===== config.mk =====
export PLATFORM = sky130hd
export DESIGN_NAME = size_class_selector_unit
export DESIGN_NICKNAME = d
export VERILOG_FILES = /design/src/sv/szcls_pkg.sv /design/src/sv/szcls_cell.sv /design/src/sv/size_class_selector_unit.sv
export SDC_FILE = /design/constraint.sdc
export NUM_CORES = 1
export LEC_CHECK = 0
export ABC_AREA = 1
export BUFFER_PORTS_ARGS = -buffer_cell sky130_fd_sc_hd__buf_4
export CAP_MARGIN = 40
export CORE_MARGIN = 2
export CORE_UTILIZATION = 45
export DETAILED_ROUTE_END_ITERATION = 12
export PLACE_DENSITY = 0.65
export SYNTH_ARGS = -nofsm -noshare
export SYNTH_HDL_FRONTEND = slang
export SYNTH_HIERARCHICAL = 1
export SYNTH_SLANG_ARGS = --single-unit

===== constraint.sdc =====
create_clock -name clk -period 3.6 [get_ports clk]
set_input_delay 1.08 -clock clk [delete_from_list [all_inputs] [get_ports clk]]
set_output_delay 1.08 -clock clk [all_outputs]
set_load 0.02 [all_outputs]

===== src/sv/szcls_pkg.sv =====
`timescale 1ns / 1ps

package szcls_pkg;

    localparam int SIZE_W = 14;
    localparam int BEST_W = SIZE_W + 1;

    typedef logic [SIZE_W-1:0] size_t;
    typedef logic [BEST_W-1:0] best_t;

    localparam logic [1:0] ST_OK    = 2'd0;
    localparam logic [1:0] ST_BELOW = 2'd1;
    localparam logic [1:0] ST_ABOVE = 2'd2;
    localparam logic [1:0] ST_FULL  = 2'd3;

    localparam size_t MIN_REQUEST = 14'd24;

    localparam int NUM_PREF = 11;
    localparam logic [7:0] PREF_SIZES [NUM_PREF] =
        '{8'd24, 8'd32, 8'd40, 8'd48, 8'd56, 8'd64, 8'd72, 8'd88, 8'd104, 8'd120, 8'd152};

    // floor(2^k * 500 / 707) rounded up to a multiple of 8, k = 0..14
    localparam int NUM_POW = 15;
    localparam size_t HALF_STEP [NUM_POW] =
        '{14'd0, 14'd8, 14'd8, 14'd8, 14'd16, 14'd24, 14'd48, 14'd96, 14'd184,
          14'd368, 14'd728, 14'd1448, 14'd2896, 14'd5800, 14'd11592};

    // search beat walking along the cell row
    typedef struct packed {
        logic       active;
        logic [1:0] status;
        logic       best_ovf;
        size_t      req;
        size_t      best;
        logic       hit_req;
        logic       hit_best;
    } probe_t;

    typedef struct packed {
        logic  en;
        size_t size;
    } wr_t;

    function automatic best_t best_size(input size_t req);
        best_t p;
        best_t half;
        best_t pf;
        best_t best;
        logic  pf_ok;
        best_t req_w;
        req_w = {1'b0, req};
        p     = best_t'(1) << (NUM_POW - 1);
        half  = {1'b0, HALF_STEP[NUM_POW-1]};
        for (int k = NUM_POW - 1; k >= 0; k--) begin
            if ((best_t'(1) << k) >= req_w) begin
                p    = best_t'(1) << k;
                half = {1'b0, HALF_STEP[k]};
            end
        end
        best  = (half >= req_w) ? half : p;
        pf_ok = 1'b0;
        pf    = '0;
        for (int i = NUM_PREF - 1; i >= 0; i--) begin
            if ({7'b0, PREF_SIZES[i]} >= req_w) begin
                pf    = {7'b0, PREF_SIZES[i]};
                pf_ok = 1'b1;
            end
        end
        if (pf_ok && (pf < best))
            best = pf;
        return best;
    endfunction

endpackage


===== src/sv/szcls_cell.sv =====
`timescale 1ns / 1ps

module szcls_cell #(
    parameter int IDX_W = 4,
    parameter int SLOT  = 0
) (
    input  logic                  clk,
    input  logic                  rst_n,
    input  szcls_pkg::probe_t     probe_in,
    input  logic [IDX_W-1:0]      req_idx_in,
    input  logic [IDX_W-1:0]      best_idx_in,
    input  szcls_pkg::wr_t        wr,
    input  logic [IDX_W-1:0]      wr_slot,
    output szcls_pkg::probe_t     probe_out,
    output logic [IDX_W-1:0]      req_idx_out,
    output logic [IDX_W-1:0]      best_idx_out
);

    szcls_pkg::size_t  size_reg;
    logic              valid_reg;
    szcls_pkg::probe_t probe_reg, probe_next;
    logic [IDX_W-1:0]  req_idx_reg, req_idx_next;
    logic [IDX_W-1:0]  best_idx_reg, best_idx_next;
    logic              wr_here;

    assign wr_here = wr.en && (wr_slot == IDX_W'(SLOT));

    always_comb
    begin
        probe_next    = probe_in;
        req_idx_next  = req_idx_in;
        best_idx_next = best_idx_in;
        // first matching slot wins
        if (probe_in.active && valid_reg && !probe_in.hit_req && (size_reg == probe_in.req))
        begin
            probe_next.hit_req = 1'b1;
            req_idx_next       = IDX_W'(SLOT);
        end
        if (probe_in.active && valid_reg && !probe_in.hit_best
            && (size_reg == probe_in.best))
        begin
            probe_next.hit_best = 1'b1;
            best_idx_next       = IDX_W'(SLOT);
        end
    end

    always_ff @(posedge clk or negedge rst_n)
    begin
        if (!rst_n)
        begin
            valid_reg <= 1'b0;
            probe_reg <= '0;
        end
        else
        begin
            probe_reg <= probe_next;
            if (wr_here)
                valid_reg <= 1'b1;
        end
    end

    always_ff @(posedge clk)
    begin
        req_idx_reg  <= req_idx_next;
        best_idx_reg <= best_idx_next;
        if (wr_here)
            size_reg <= wr.size;
    end

    assign probe_out    = probe_reg;
    assign req_idx_out  = req_idx_reg;
    assign best_idx_out = best_idx_reg;

endmodule


===== src/sv/size_class_selector_unit.sv =====
`timescale 1ns / 1ps
// Each request beat is registered at the input and walks the row of category cells one cell
// per cycle, and the table is updated as it leaves the row; a new request is taken only
// after the previous result has moved into the output register.
// A finished result may wait in the output register while the next request is taken.
// Reset (rst_n, asynchronous, active low) empties the category table and all valid flags.

module size_class_selector_unit #(
    parameter int MAX_CATEGORIES  = 16,
    parameter int MAX_OBJECT_SIZE = 8192
) (
    input  logic        clk,
    input  logic        rst_n,
    input  logic        request_valid,
    output logic        request_stall,
    input  logic [13:0] request_size,
    output logic        result_valid,
    input  logic        result_stall,
    output logic [3:0]  category_index,
    output logic [13:0] category_size,
    output logic        was_created,
    output logic [1:0]  status
);

    localparam int IDX_W = $clog2(MAX_CATEGORIES);
    localparam int CNT_W = $clog2(MAX_CATEGORIES + 1);

    szcls_pkg::probe_t probe_chain [MAX_CATEGORIES+1];
    logic [IDX_W-1:0]  req_idx_chain [MAX_CATEGORIES+1];
    logic [IDX_W-1:0]  best_idx_chain [MAX_CATEGORIES+1];

    szcls_pkg::probe_t probe0_reg, probe0_next;
    szcls_pkg::probe_t tail;
    szcls_pkg::best_t  best_w;
    szcls_pkg::wr_t    wr;
    logic [IDX_W-1:0]  wr_slot;

    logic              busy_reg, busy_next;
    logic [CNT_W-1:0]  count_reg, count_next;
    logic              pend_reg, pend_next;
    logic [IDX_W-1:0]  res_idx_reg, res_idx_next;
    szcls_pkg::size_t  res_size_reg, res_size_next;
    logic              res_created_reg, res_created_next;
    logic [1:0]        res_status_reg, res_status_next;

    logic              out_valid_reg, out_valid_next;
    logic [3:0]        out_idx_reg, out_idx_next;
    szcls_pkg::size_t  out_size_reg, out_size_next;
    logic              out_created_reg, out_created_next;
    logic [1:0]        out_status_reg, out_status_next;

    logic              accept;
    logic              out_free;
    logic              move_out;
    logic              table_full;
    logic [IDX_W+3:0]  idx_ext;

    assign accept   = request_valid && !busy_reg;
    assign out_free = !out_valid_reg || !result_stall;
    assign move_out = pend_reg && out_free;
    assign best_w   = szcls_pkg::best_size(request_size);

    always_comb
    begin
        probe0_next          = '0;
        probe0_next.active   = accept;
        probe0_next.req      = request_size;
        probe0_next.best     = best_w[szcls_pkg::SIZE_W-1:0];
        probe0_next.best_ovf = best_w[szcls_pkg::SIZE_W];
        if (request_size < szcls_pkg::MIN_REQUEST)
            probe0_next.status = szcls_pkg::ST_BELOW;
        else if ({1'b0, request_size} > szcls_pkg::BEST_W'(MAX_OBJECT_SIZE))
            probe0_next.status = szcls_pkg::ST_ABOVE;
        else
            probe0_next.status = szcls_pkg::ST_OK;
    end

    assign probe_chain[0]    = probe0_reg;
    assign req_idx_chain[0]  = '0;
    assign best_idx_chain[0] = '0;

    for (genvar g = 0; g < MAX_CATEGORIES; g++)
    begin : g_cell
        szcls_cell #(
            .IDX_W (IDX_W),
            .SLOT  (g)
        ) u_cell (
            .clk          (clk),
            .rst_n        (rst_n),
            .probe_in     (probe_chain[g]),
            .req_idx_in   (req_idx_chain[g]),
            .best_idx_in  (best_idx_chain[g]),
            .wr           (wr),
            .wr_slot      (wr_slot),
            .probe_out    (probe_chain[g+1]),
            .req_idx_out  (req_idx_chain[g+1]),
            .best_idx_out (best_idx_chain[g+1])
        );
    end

    assign tail       = probe_chain[MAX_CATEGORIES];
    assign table_full = count_reg >= CNT_W'(MAX_CATEGORIES);
    assign wr_slot    = count_reg[IDX_W-1:0];

    // resolve the beat leaving the row
    always_comb
    begin
        res_idx_next     = res_idx_reg;
        res_size_next    = res_size_reg;
        res_created_next = res_created_reg;
        res_status_next  = res_status_reg;
        pend_next        = pend_reg && !move_out;
        count_next       = count_reg;
        wr.en            = 1'b0;
        wr.size          = tail.best;
        if (tail.active)
        begin
            pend_next        = 1'b1;
            res_idx_next     = '0;
            res_size_next    = '0;
            res_created_next = 1'b0;
            res_status_next  = szcls_pkg::ST_OK;
            if (tail.status != szcls_pkg::ST_OK)
                res_status_next = tail.status;
            else if (tail.hit_req)
            begin
                res_idx_next  = req_idx_chain[MAX_CATEGORIES];
                res_size_next = tail.req;
            end
            else if (tail.best_ovf)
                res_status_next = szcls_pkg::ST_ABOVE;
            else if (tail.hit_best)
            begin
                res_idx_next  = best_idx_chain[MAX_CATEGORIES];
                res_size_next = tail.best;
            end
            else if (table_full)
                res_status_next = szcls_pkg::ST_FULL;
            else
            begin
                wr.en            = 1'b1;
                res_idx_next     = wr_slot;
                res_size_next    = tail.best;
                res_created_next = 1'b1;
                count_next       = count_reg + CNT_W'(1);
            end
        end
    end

    assign idx_ext = {4'b0, res_idx_reg};

    always_comb
    begin
        busy_next        = busy_reg;
        out_valid_next   = out_valid_reg && result_stall;
        out_idx_next     = out_idx_reg;
        out_size_next    = out_size_reg;
        out_created_next = out_created_reg;
        out_status_next  = out_status_reg;
        if (accept)
            busy_next = 1'b1;
        if (move_out)
        begin
            busy_next        = 1'b0;
            out_valid_next   = 1'b1;
            out_idx_next     = idx_ext[3:0];
            out_size_next    = res_size_reg;
            out_created_next = res_created_reg;
            out_status_next  = res_status_reg;
        end
    end

    always_ff @(posedge clk or negedge rst_n)
    begin
        if (!rst_n)
        begin
            probe0_reg    <= '0;
            busy_reg      <= 1'b0;
            count_reg     <= '0;
            pend_reg      <= 1'b0;
            out_valid_reg <= 1'b0;
        end
        else
        begin
            probe0_reg    <= probe0_next;
            busy_reg      <= busy_next;
            count_reg     <= count_next;
            pend_reg      <= pend_next;
            out_valid_reg <= out_valid_next;
        end
    end

    always_ff @(posedge clk)
    begin
        res_idx_reg     <= res_idx_next;
        res_size_reg    <= res_size_next;
        res_created_reg <= res_created_next;
        res_status_reg  <= res_status_next;
        out_idx_reg     <= out_idx_next;
        out_size_reg    <= out_size_next;
        out_created_reg <= out_created_next;
        out_status_reg  <= out_status_next;
    end

    assign request_stall  = busy_reg;
    assign result_valid   = out_valid_reg;
    assign category_index = out_idx_reg;
    assign category_size  = out_size_reg;
    assign was_created    = out_created_reg;
    assign status         = out_status_reg;

`ifndef SYNTHESIS
    a_count_bound: assert property (@(posedge clk) disable iff (!rst_n)
        count_reg <= CNT_W'(MAX_CATEGORIES))
        else $error("category count beyond table depth");

    a_created_ok: assert property (@(posedge clk) disable iff (!rst_n)
        out_valid_reg && out_created_reg |-> out_status_reg == szcls_pkg::ST_OK)
        else $error("created beat carries an error status");

    a_tail_busy: assert property (@(posedge clk) disable iff (!rst_n)
        tail.active |-> busy_reg && !pend_reg)
        else $error("beat left the cell row while idle or with a result pending");

    a_count_step: assert property (@(posedge clk) disable iff (!rst_n)
        wr.en |=> count_reg == $past(count_reg) + CNT_W'(1))
        else $error("table write without count step");

    a_one_beat: assert property (@(posedge clk) disable iff (!rst_n)
        probe0_reg.active |-> !pend_reg && !tail.active)
        else $error("two beats in flight");
`endif

endmodule


==> results.yml, run 1 <==
critical_path:
  endpoint_kind: "flop"
  rr_endpoint: "g_cell[13].u_cell/size_reg[5]"
  required_ns: 4.16
  r2r-start: "g_cell[15].u_cell/probe_out[32]"
  reg2reg_slack_ns: 0.83
  crit_arrival_ns: 4.38
  worstSetupPathType: "input port to flop"
  cp_max_fo: 5
  cp_common_cell: "nand2_1"
  timing.critical_path.from: "request_size[13]"
  critPathMaxStageDelay_ns: 0.26
  cp_slowest_cell: "ha_1"
  startpoint_type: "input port"
  r2r.worst_path.cells: 11
yosys:
  syn_area_per_cell_um2: 8.828
  synth_area_um2: 40410
  yosys-mux-area-fraction_pct: 0
  synth-simple-area-share_pct: 25.27
  synth-edff-count: 266
  synth_common_cells: "nand2_1, inv_1, dfrtp_1"
  yosysWarnings: 6
  synth_top_family_by_area: "simple AND/OR/NAND/NOR gates"
  synth_top_area_share_pct: 37.15
  synth_ff_type: "dfrtp_1"
  ys_ff_latch: 994
  yosysMostFrequentCell: "nand2_1"
  yosysTopAreaCell: "dfrtp_1"
  synth-seq-area-share_pct: 63.26
  ys_async_sr_fraction_pct: 60.36
  yosys-top-cells-area: "dfrtp_1, edfxtp_1, nand2_1"
  synth_xor_xnor_area_share_pct: 0.7152
  syn_inst: 4578
  ys_types: 47
  synth_compound_area_share_pct: 1.697
  synth_fa_ha_area_share_pct: 0.5263
sta:
  hold_violations: 0
  worst_slew_pin_slew_ns: 0.8924
  finalSetupViolCount: 9
  maxSlewViolCount: 0
  holdWs_ns: 0.3371
  period_minus_slack_ns: 3.821
  rsz0062_at_grt: "yes"
  tns_ns: -1.688
  skew_ns: 0.03989
  timing.final.crit_share_pct: 106.1
  relSlewSlack_pct: 40.50
  max_freq_mhz: 261.7
  setup_slack_ns: -0.2207
outcome:
  status: "complete, but fails checks"
  violations: "setup timing"
global_routing:
  antenna_found_initial: 3
  track_usage_pct: 21.82
  grt_max_degree: 90
  grt_overflow: 0
  grt_pass1_wl_um: 155900
  grt_pass1_vias: 27870
power:
  cellPowerDensity_nw_per_um2: 524.2
  vdd_drop_max_mv: 0.3973
  power_leakage_nw: 24.40
clock_tree:
  clock_path_buffers: 3
  htreeDepth: 3
  cts_root_buffer: "clkbuf_16"
  tritoncts: "done"
  clk_pin_slew_ns: 0.07
  clock_latency_ns: 0.68
  cts_buffers: 102
  cts_sinks: 994
route:
  wirelength_um: 100100
  drc: 0
  dr.pass1.iters: 6
  wl_per_cell_um: 16.24
  drtIter0Drc: 2510
  vias: 28860
  ant_nets: 0
  drt-vias-per-instance: 4.685
floorplan:
  die_area_um2: 92220
  die_x_um: 303.7
  row_count: 109
  start_util_pct: 45.59
  die_h_um: 303.7
  core_area_um2: 88650
  ios: 41
placed_design:
  gp_congestion: 0.9085
  dp_hpwl_um: 74270
  port_buffers: 40
final_layout:
  multi_input_area_um2: 11830
  fill_cells: 7862
  syn_to_final_growth_pct: 17.86
  fin_nets: 4939
  drive_gt1_share_pct: 12.15
  seq_area_um2: 25560
  largest_reg_flops: 544
hold_path:
  hp-class: "flop to flop"
  whs_path_depth: 0
  worstHoldEndpoint: "g_cell[4].u_cell/probe_out[30]"
  worstHoldStart: "g_cell[3].u_cell/probe_out[30]"
run:
  drv_cap: 0
[layout by cell type, fill, tap and decap left out, types with 75 or more instances in the layout]
master / n
dfxtp_1: 128
clkbuf_16: 109
a21oi_1: 75
edfxtp_1: 266
nor2_1: 424
nand3_1: 99
nand2_1: 1715
dfrtp_1: 600
buf_4: 191
inv_1: 863
[area by class of cell]
cell class | count | share of cell area, %
flip-flops and latches | 994 | 53.67
diodes | 1 | 0.005254
clock buffers | 145 | 6.241
clock inverters | 49 | 1.027
well taps | 1165 | 3.060
multi-input cells | 2681 | 24.83
repair buffers | 220 | 4.032
inverters | 905 | 7.137
[where the power goes]
group | internal (mW) | switching (mW) | total [mW]
sequential | 12.1 | 0.528 | 12.7
clock | 6.23 | 4.47 | 10.7
combinational | 0.560 | 1.04 | 1.60
[cell families after synthesis]
group / Yosys count
xor gates and xnor gates: 33
buffers and inverters: 914
other: 1
adders and majority gates: 17
AOI/OAI and AO/OA: 121
DFF: 994
and+or+nand+nor: 2498
[what timing repair did]
action / 4_1_cts / 5_1_grt
endpoints found under the setup margin: 9 / 9
endpoints found under the hold margin: 0 / 0
resized for setup: 53 / 27
hold buffers: 0 / 0
pin swaps: 30 / 9
buffers inserted: 25 / 5
cloned: 2 / 0
[worst max-delay path by stage]
stage / end / slack (ns) / cells past startpoint
final: probe0_reg[6] / -0.22 / 33
after CTS: probe0_reg[6] / -0.14 / 30
after global routing: probe0_reg[6] / -0.47 / 30
after detailed placement: probe0_reg[6] / -1.25 / 30
after global placement: probe0_reg[7] / -1.22 / 30
after floorplan: probe0_reg[7] / -0.82 / 32
[per-layer routing]
metal / vias up / GRT usage, % / wire (µm)
li1: 14300 / - / -
met1: 13650 / 30.27 / 45210
met2: 741 / 35.40 / 46630
met3: 167 / 3.394 / 5478
met4: 0 / 6.861 / 2737
met5: - / 0 / 0
[critical path, delay by kind of cell]
family	cells	cell delay (ns)
AND/OR/NAND/NOR	23	2.05
adder cells (fa/ha/maj)	2	0.48
AO/OA/AOI/OAI	4	0.43
buffers and inverters	4	0.34
[through the flow]
| stage | power (mW) | util, % | worst slack, ns | cells | area, µm² |
|---|---|---|---|---|---|
| finish | 24.97 | 53.73 | -0.2207 | 6160 | 47630 |
| global route | 25.90 | 53.73 | -0.4653 | 6159 | 47630 |
| CTS | 25.16 | 53.55 | -0.1390 | 6154 | 47470 |
| detailed placement | 14.42 | 49.19 | -1.252 | 5933 | 43610 |
| global placement | 14.37 | 49.05 | -1.219 | 5927 | 43490 |
| floorplan | 13.49 | - | -0.8175 | 4587 | 40490 |
No activity file was read; power rests on OpenSTA's default activity.
==> run 2, diff against run 1 <==
CORE_MARGIN = 1   (was 2)
REMOVE_ABC_BUFFERS = 1   (was unset)
==> results.yml, run 2 (synthesis gave the netlist of run 1 again) <==
critical_path:
  worstSetupPathType: "input port to flop"
  path_buf_inv: 7
  endpoint_kind: "flop"
  critPathMaxStageDelay_ns: 0.24
  cp_max_fo: 6
  startpoint_type: "input port"
  crit_arrival_ns: 4.53
  cp_slowest_cell: "ha_4"
  required_ns: 4.19
  crit_family: "simple AND/OR/NAND/NOR gates"
  cp_common_cell: "nand2_2"
final_layout:
  fill_cells: 7866
  drive_gt1_share_pct: 11.98
  largest_reg_flops: 544
  finalNonFillerCells: 6132
  fin_nets: 4915
  syn_to_final_growth_pct: 17.29
  fin_area_um2: 47400
  final_common_cell: "nand2_1"
  final_cell_mix: "nand2_1, inv_1, dfrtp_1"
  antenna_cells: 0
route:
  wl_per_cell_um: 16.30
  drt-vias-per-instance: 4.667
  wirelength_um: 99940
  drc: 0
  vias: 28620
  dr.pass1.iters: 6
  ant_nets: 0
  drtIter0Drc: 2432
sta:
  maxSlewViolCount: 0
  worst_slew_pin_slew_ns: 0.8974
  holdWs_ns: 0.3320
  finalSetupViolCount: 9
  skew_ns: 0.02533
  max_freq_mhz: 253.6
  setup_slack_ns: -0.3438
  rsz0062_at_grt: "yes"
  hold_violations: 0
  period_minus_slack_ns: 3.944
  timing.final.crit_share_pct: 109.6
  relSlewSlack_pct: 40.18
clock_tree:
  htreeDepth: 3
  cts_sinks: 994
  tritoncts: "done"
  clock_latency_ns: 0.66
  cts_root_buffer: "clkbuf_16"
  cts_buffers: 101
  clk_pin_slew_ns: 0.06
  hold_buffers: 0
  clock_path_buffers: 3
global_routing:
  antenna_found_initial: 5
  gr-usage-met3_pct: 4.200
  grt_pass1_vias: 27470
  grt_max_degree: 85
  grt_overflow: 0
  use_met2_pct: 35.88
  grt_busiest_layer: "met2"
  grt_use_met1_pct: 30.58
  track_usage_pct: 22.40
  grt_pass1_wl_um: 154200
hold_path:
  hp-class: "flop to flop"
floorplan:
  die_x_um: 301.7
  die_h_um: 301.7
  ios: 41
  row_count: 109
  die_area_um2: 91010
  start_util_pct: 45.59
  core_area_um2: 88650
outcome:
  status: "complete, but fails checks"
  violations: "setup timing"
placed_design:
  placed_area_um2: 43460
  dp_cells: 5925
  gp_congestion: 0.9177
  port_buffers: 40
  dp_hpwl_um: 73570
power:
  total_power_mw: 24.87
  power_leakage_nw: 24.25
  cellPowerDensity_nw_per_um2: 524.7
  vdd_drop_max_mv: 0.3701
run:
  drv_cap: 0
==> run 2: cell count changes in the layout (fill, tap and decap cells not counted), moves of 3 or more <==
cell | before | now
clkbuf_16 | 109 | 106
clkbuf_8 | 11 | 15
nand2_1 | 1715 | 1712
buf_12 | 11 | 6
buf_4 | 191 | 174
clkinv_2 | 16 | 20
dfrtp_2 | 0 | 3
clkinv_1 | 7 | 4
clkinv_4 | 5 | 0
dfrtp_1 | 600 | 597
==> run 2: path summary, 6_finish.rpt <==
| check | slack, ns | from | end | depth (start not counted) |
|---|---|---|---|---|
| worst max-delay path | -0.34 | request_size[10] | probe0_reg[9] | 33 |
| worst min-delay path | 0.33 | g_cell[14].u_cell/probe_out[31] | g_cell[15].u_cell/probe_out[31] | 0 |
| worst max register to register | 0.88 | g_cell[15].u_cell/probe_out[32] | g_cell[14].u_cell/size_reg[6] | 11 |
| worst min register to register | 0.33 | g_cell[14].u_cell/probe_out[31] | g_cell[15].u_cell/probe_out[31] | 0 |
| max in group asynchronous | 2.28 | rst_n | g_cell[5].u_cell/probe_out[33] | 3 |
| min in group asynchronous | 0.37 | rst_n | g_cell[15].u_cell/probe_out[21] | 1 |
==> run 2: cell type report <==
cell class / count / area [µm²] / share of cell area (%)
flip-flops and latches: 994 / 25570 / 53.94
multi-input cells: 2680 / 11860 / 25.02
inverters: 905 / 3402 / 7.177
clock buffers: 144 / 2945 / 6.214
repair buffers: 198 / 1693 / 3.571
well taps: 1165 / 1458 / 3.075
clock inverters: 46 / 473.0 / 0.9978
==> run 2: through the flow <==
| step | utilization (%) | setup slack, ns | setup TNS, ns |
|---|---|---|---|
| final | 53.47 | -0.3438 | -2.915 |
| after global routing | 53.47 | -0.5674 | -4.802 |
| after CTS | 53.16 | -0.3679 | -3.007 |
| after detailed placement | 49.02 | -1.436 | -14.21 |
| after global placement | 48.88 | -1.420 | -13.88 |
| after floorplan | - | -0.8085 | -31.23 |
==> run 2: metal layers <==
metal  share of wire [%]  wire length, µm  vias up
met2                  46            46370      734
met5                   0                0        -
met4                 3.1             3104        0
met3                 6.2             6161      177
met1                  44            44310    13450
li1                    -                -    14260
==> run 2: power breakdown <==
group | switching [mW] | internal [mW]
Clock | 4.38 | 6.23
Sequential | 0.558 | 12.1
Combinational | 1.02 | 0.547
Total | 5.96 | 18.9
==> run 2: what timing repair did <==
| action | CTS | global route |
|---|---|---|
| cloned | 1 | 0 |
| pin swaps | 17 | 38 |
| resized for setup | 37 | 59 |
| setup endpoints to repair | 9 | 9 |
| buffers inserted | 9 | 7 |
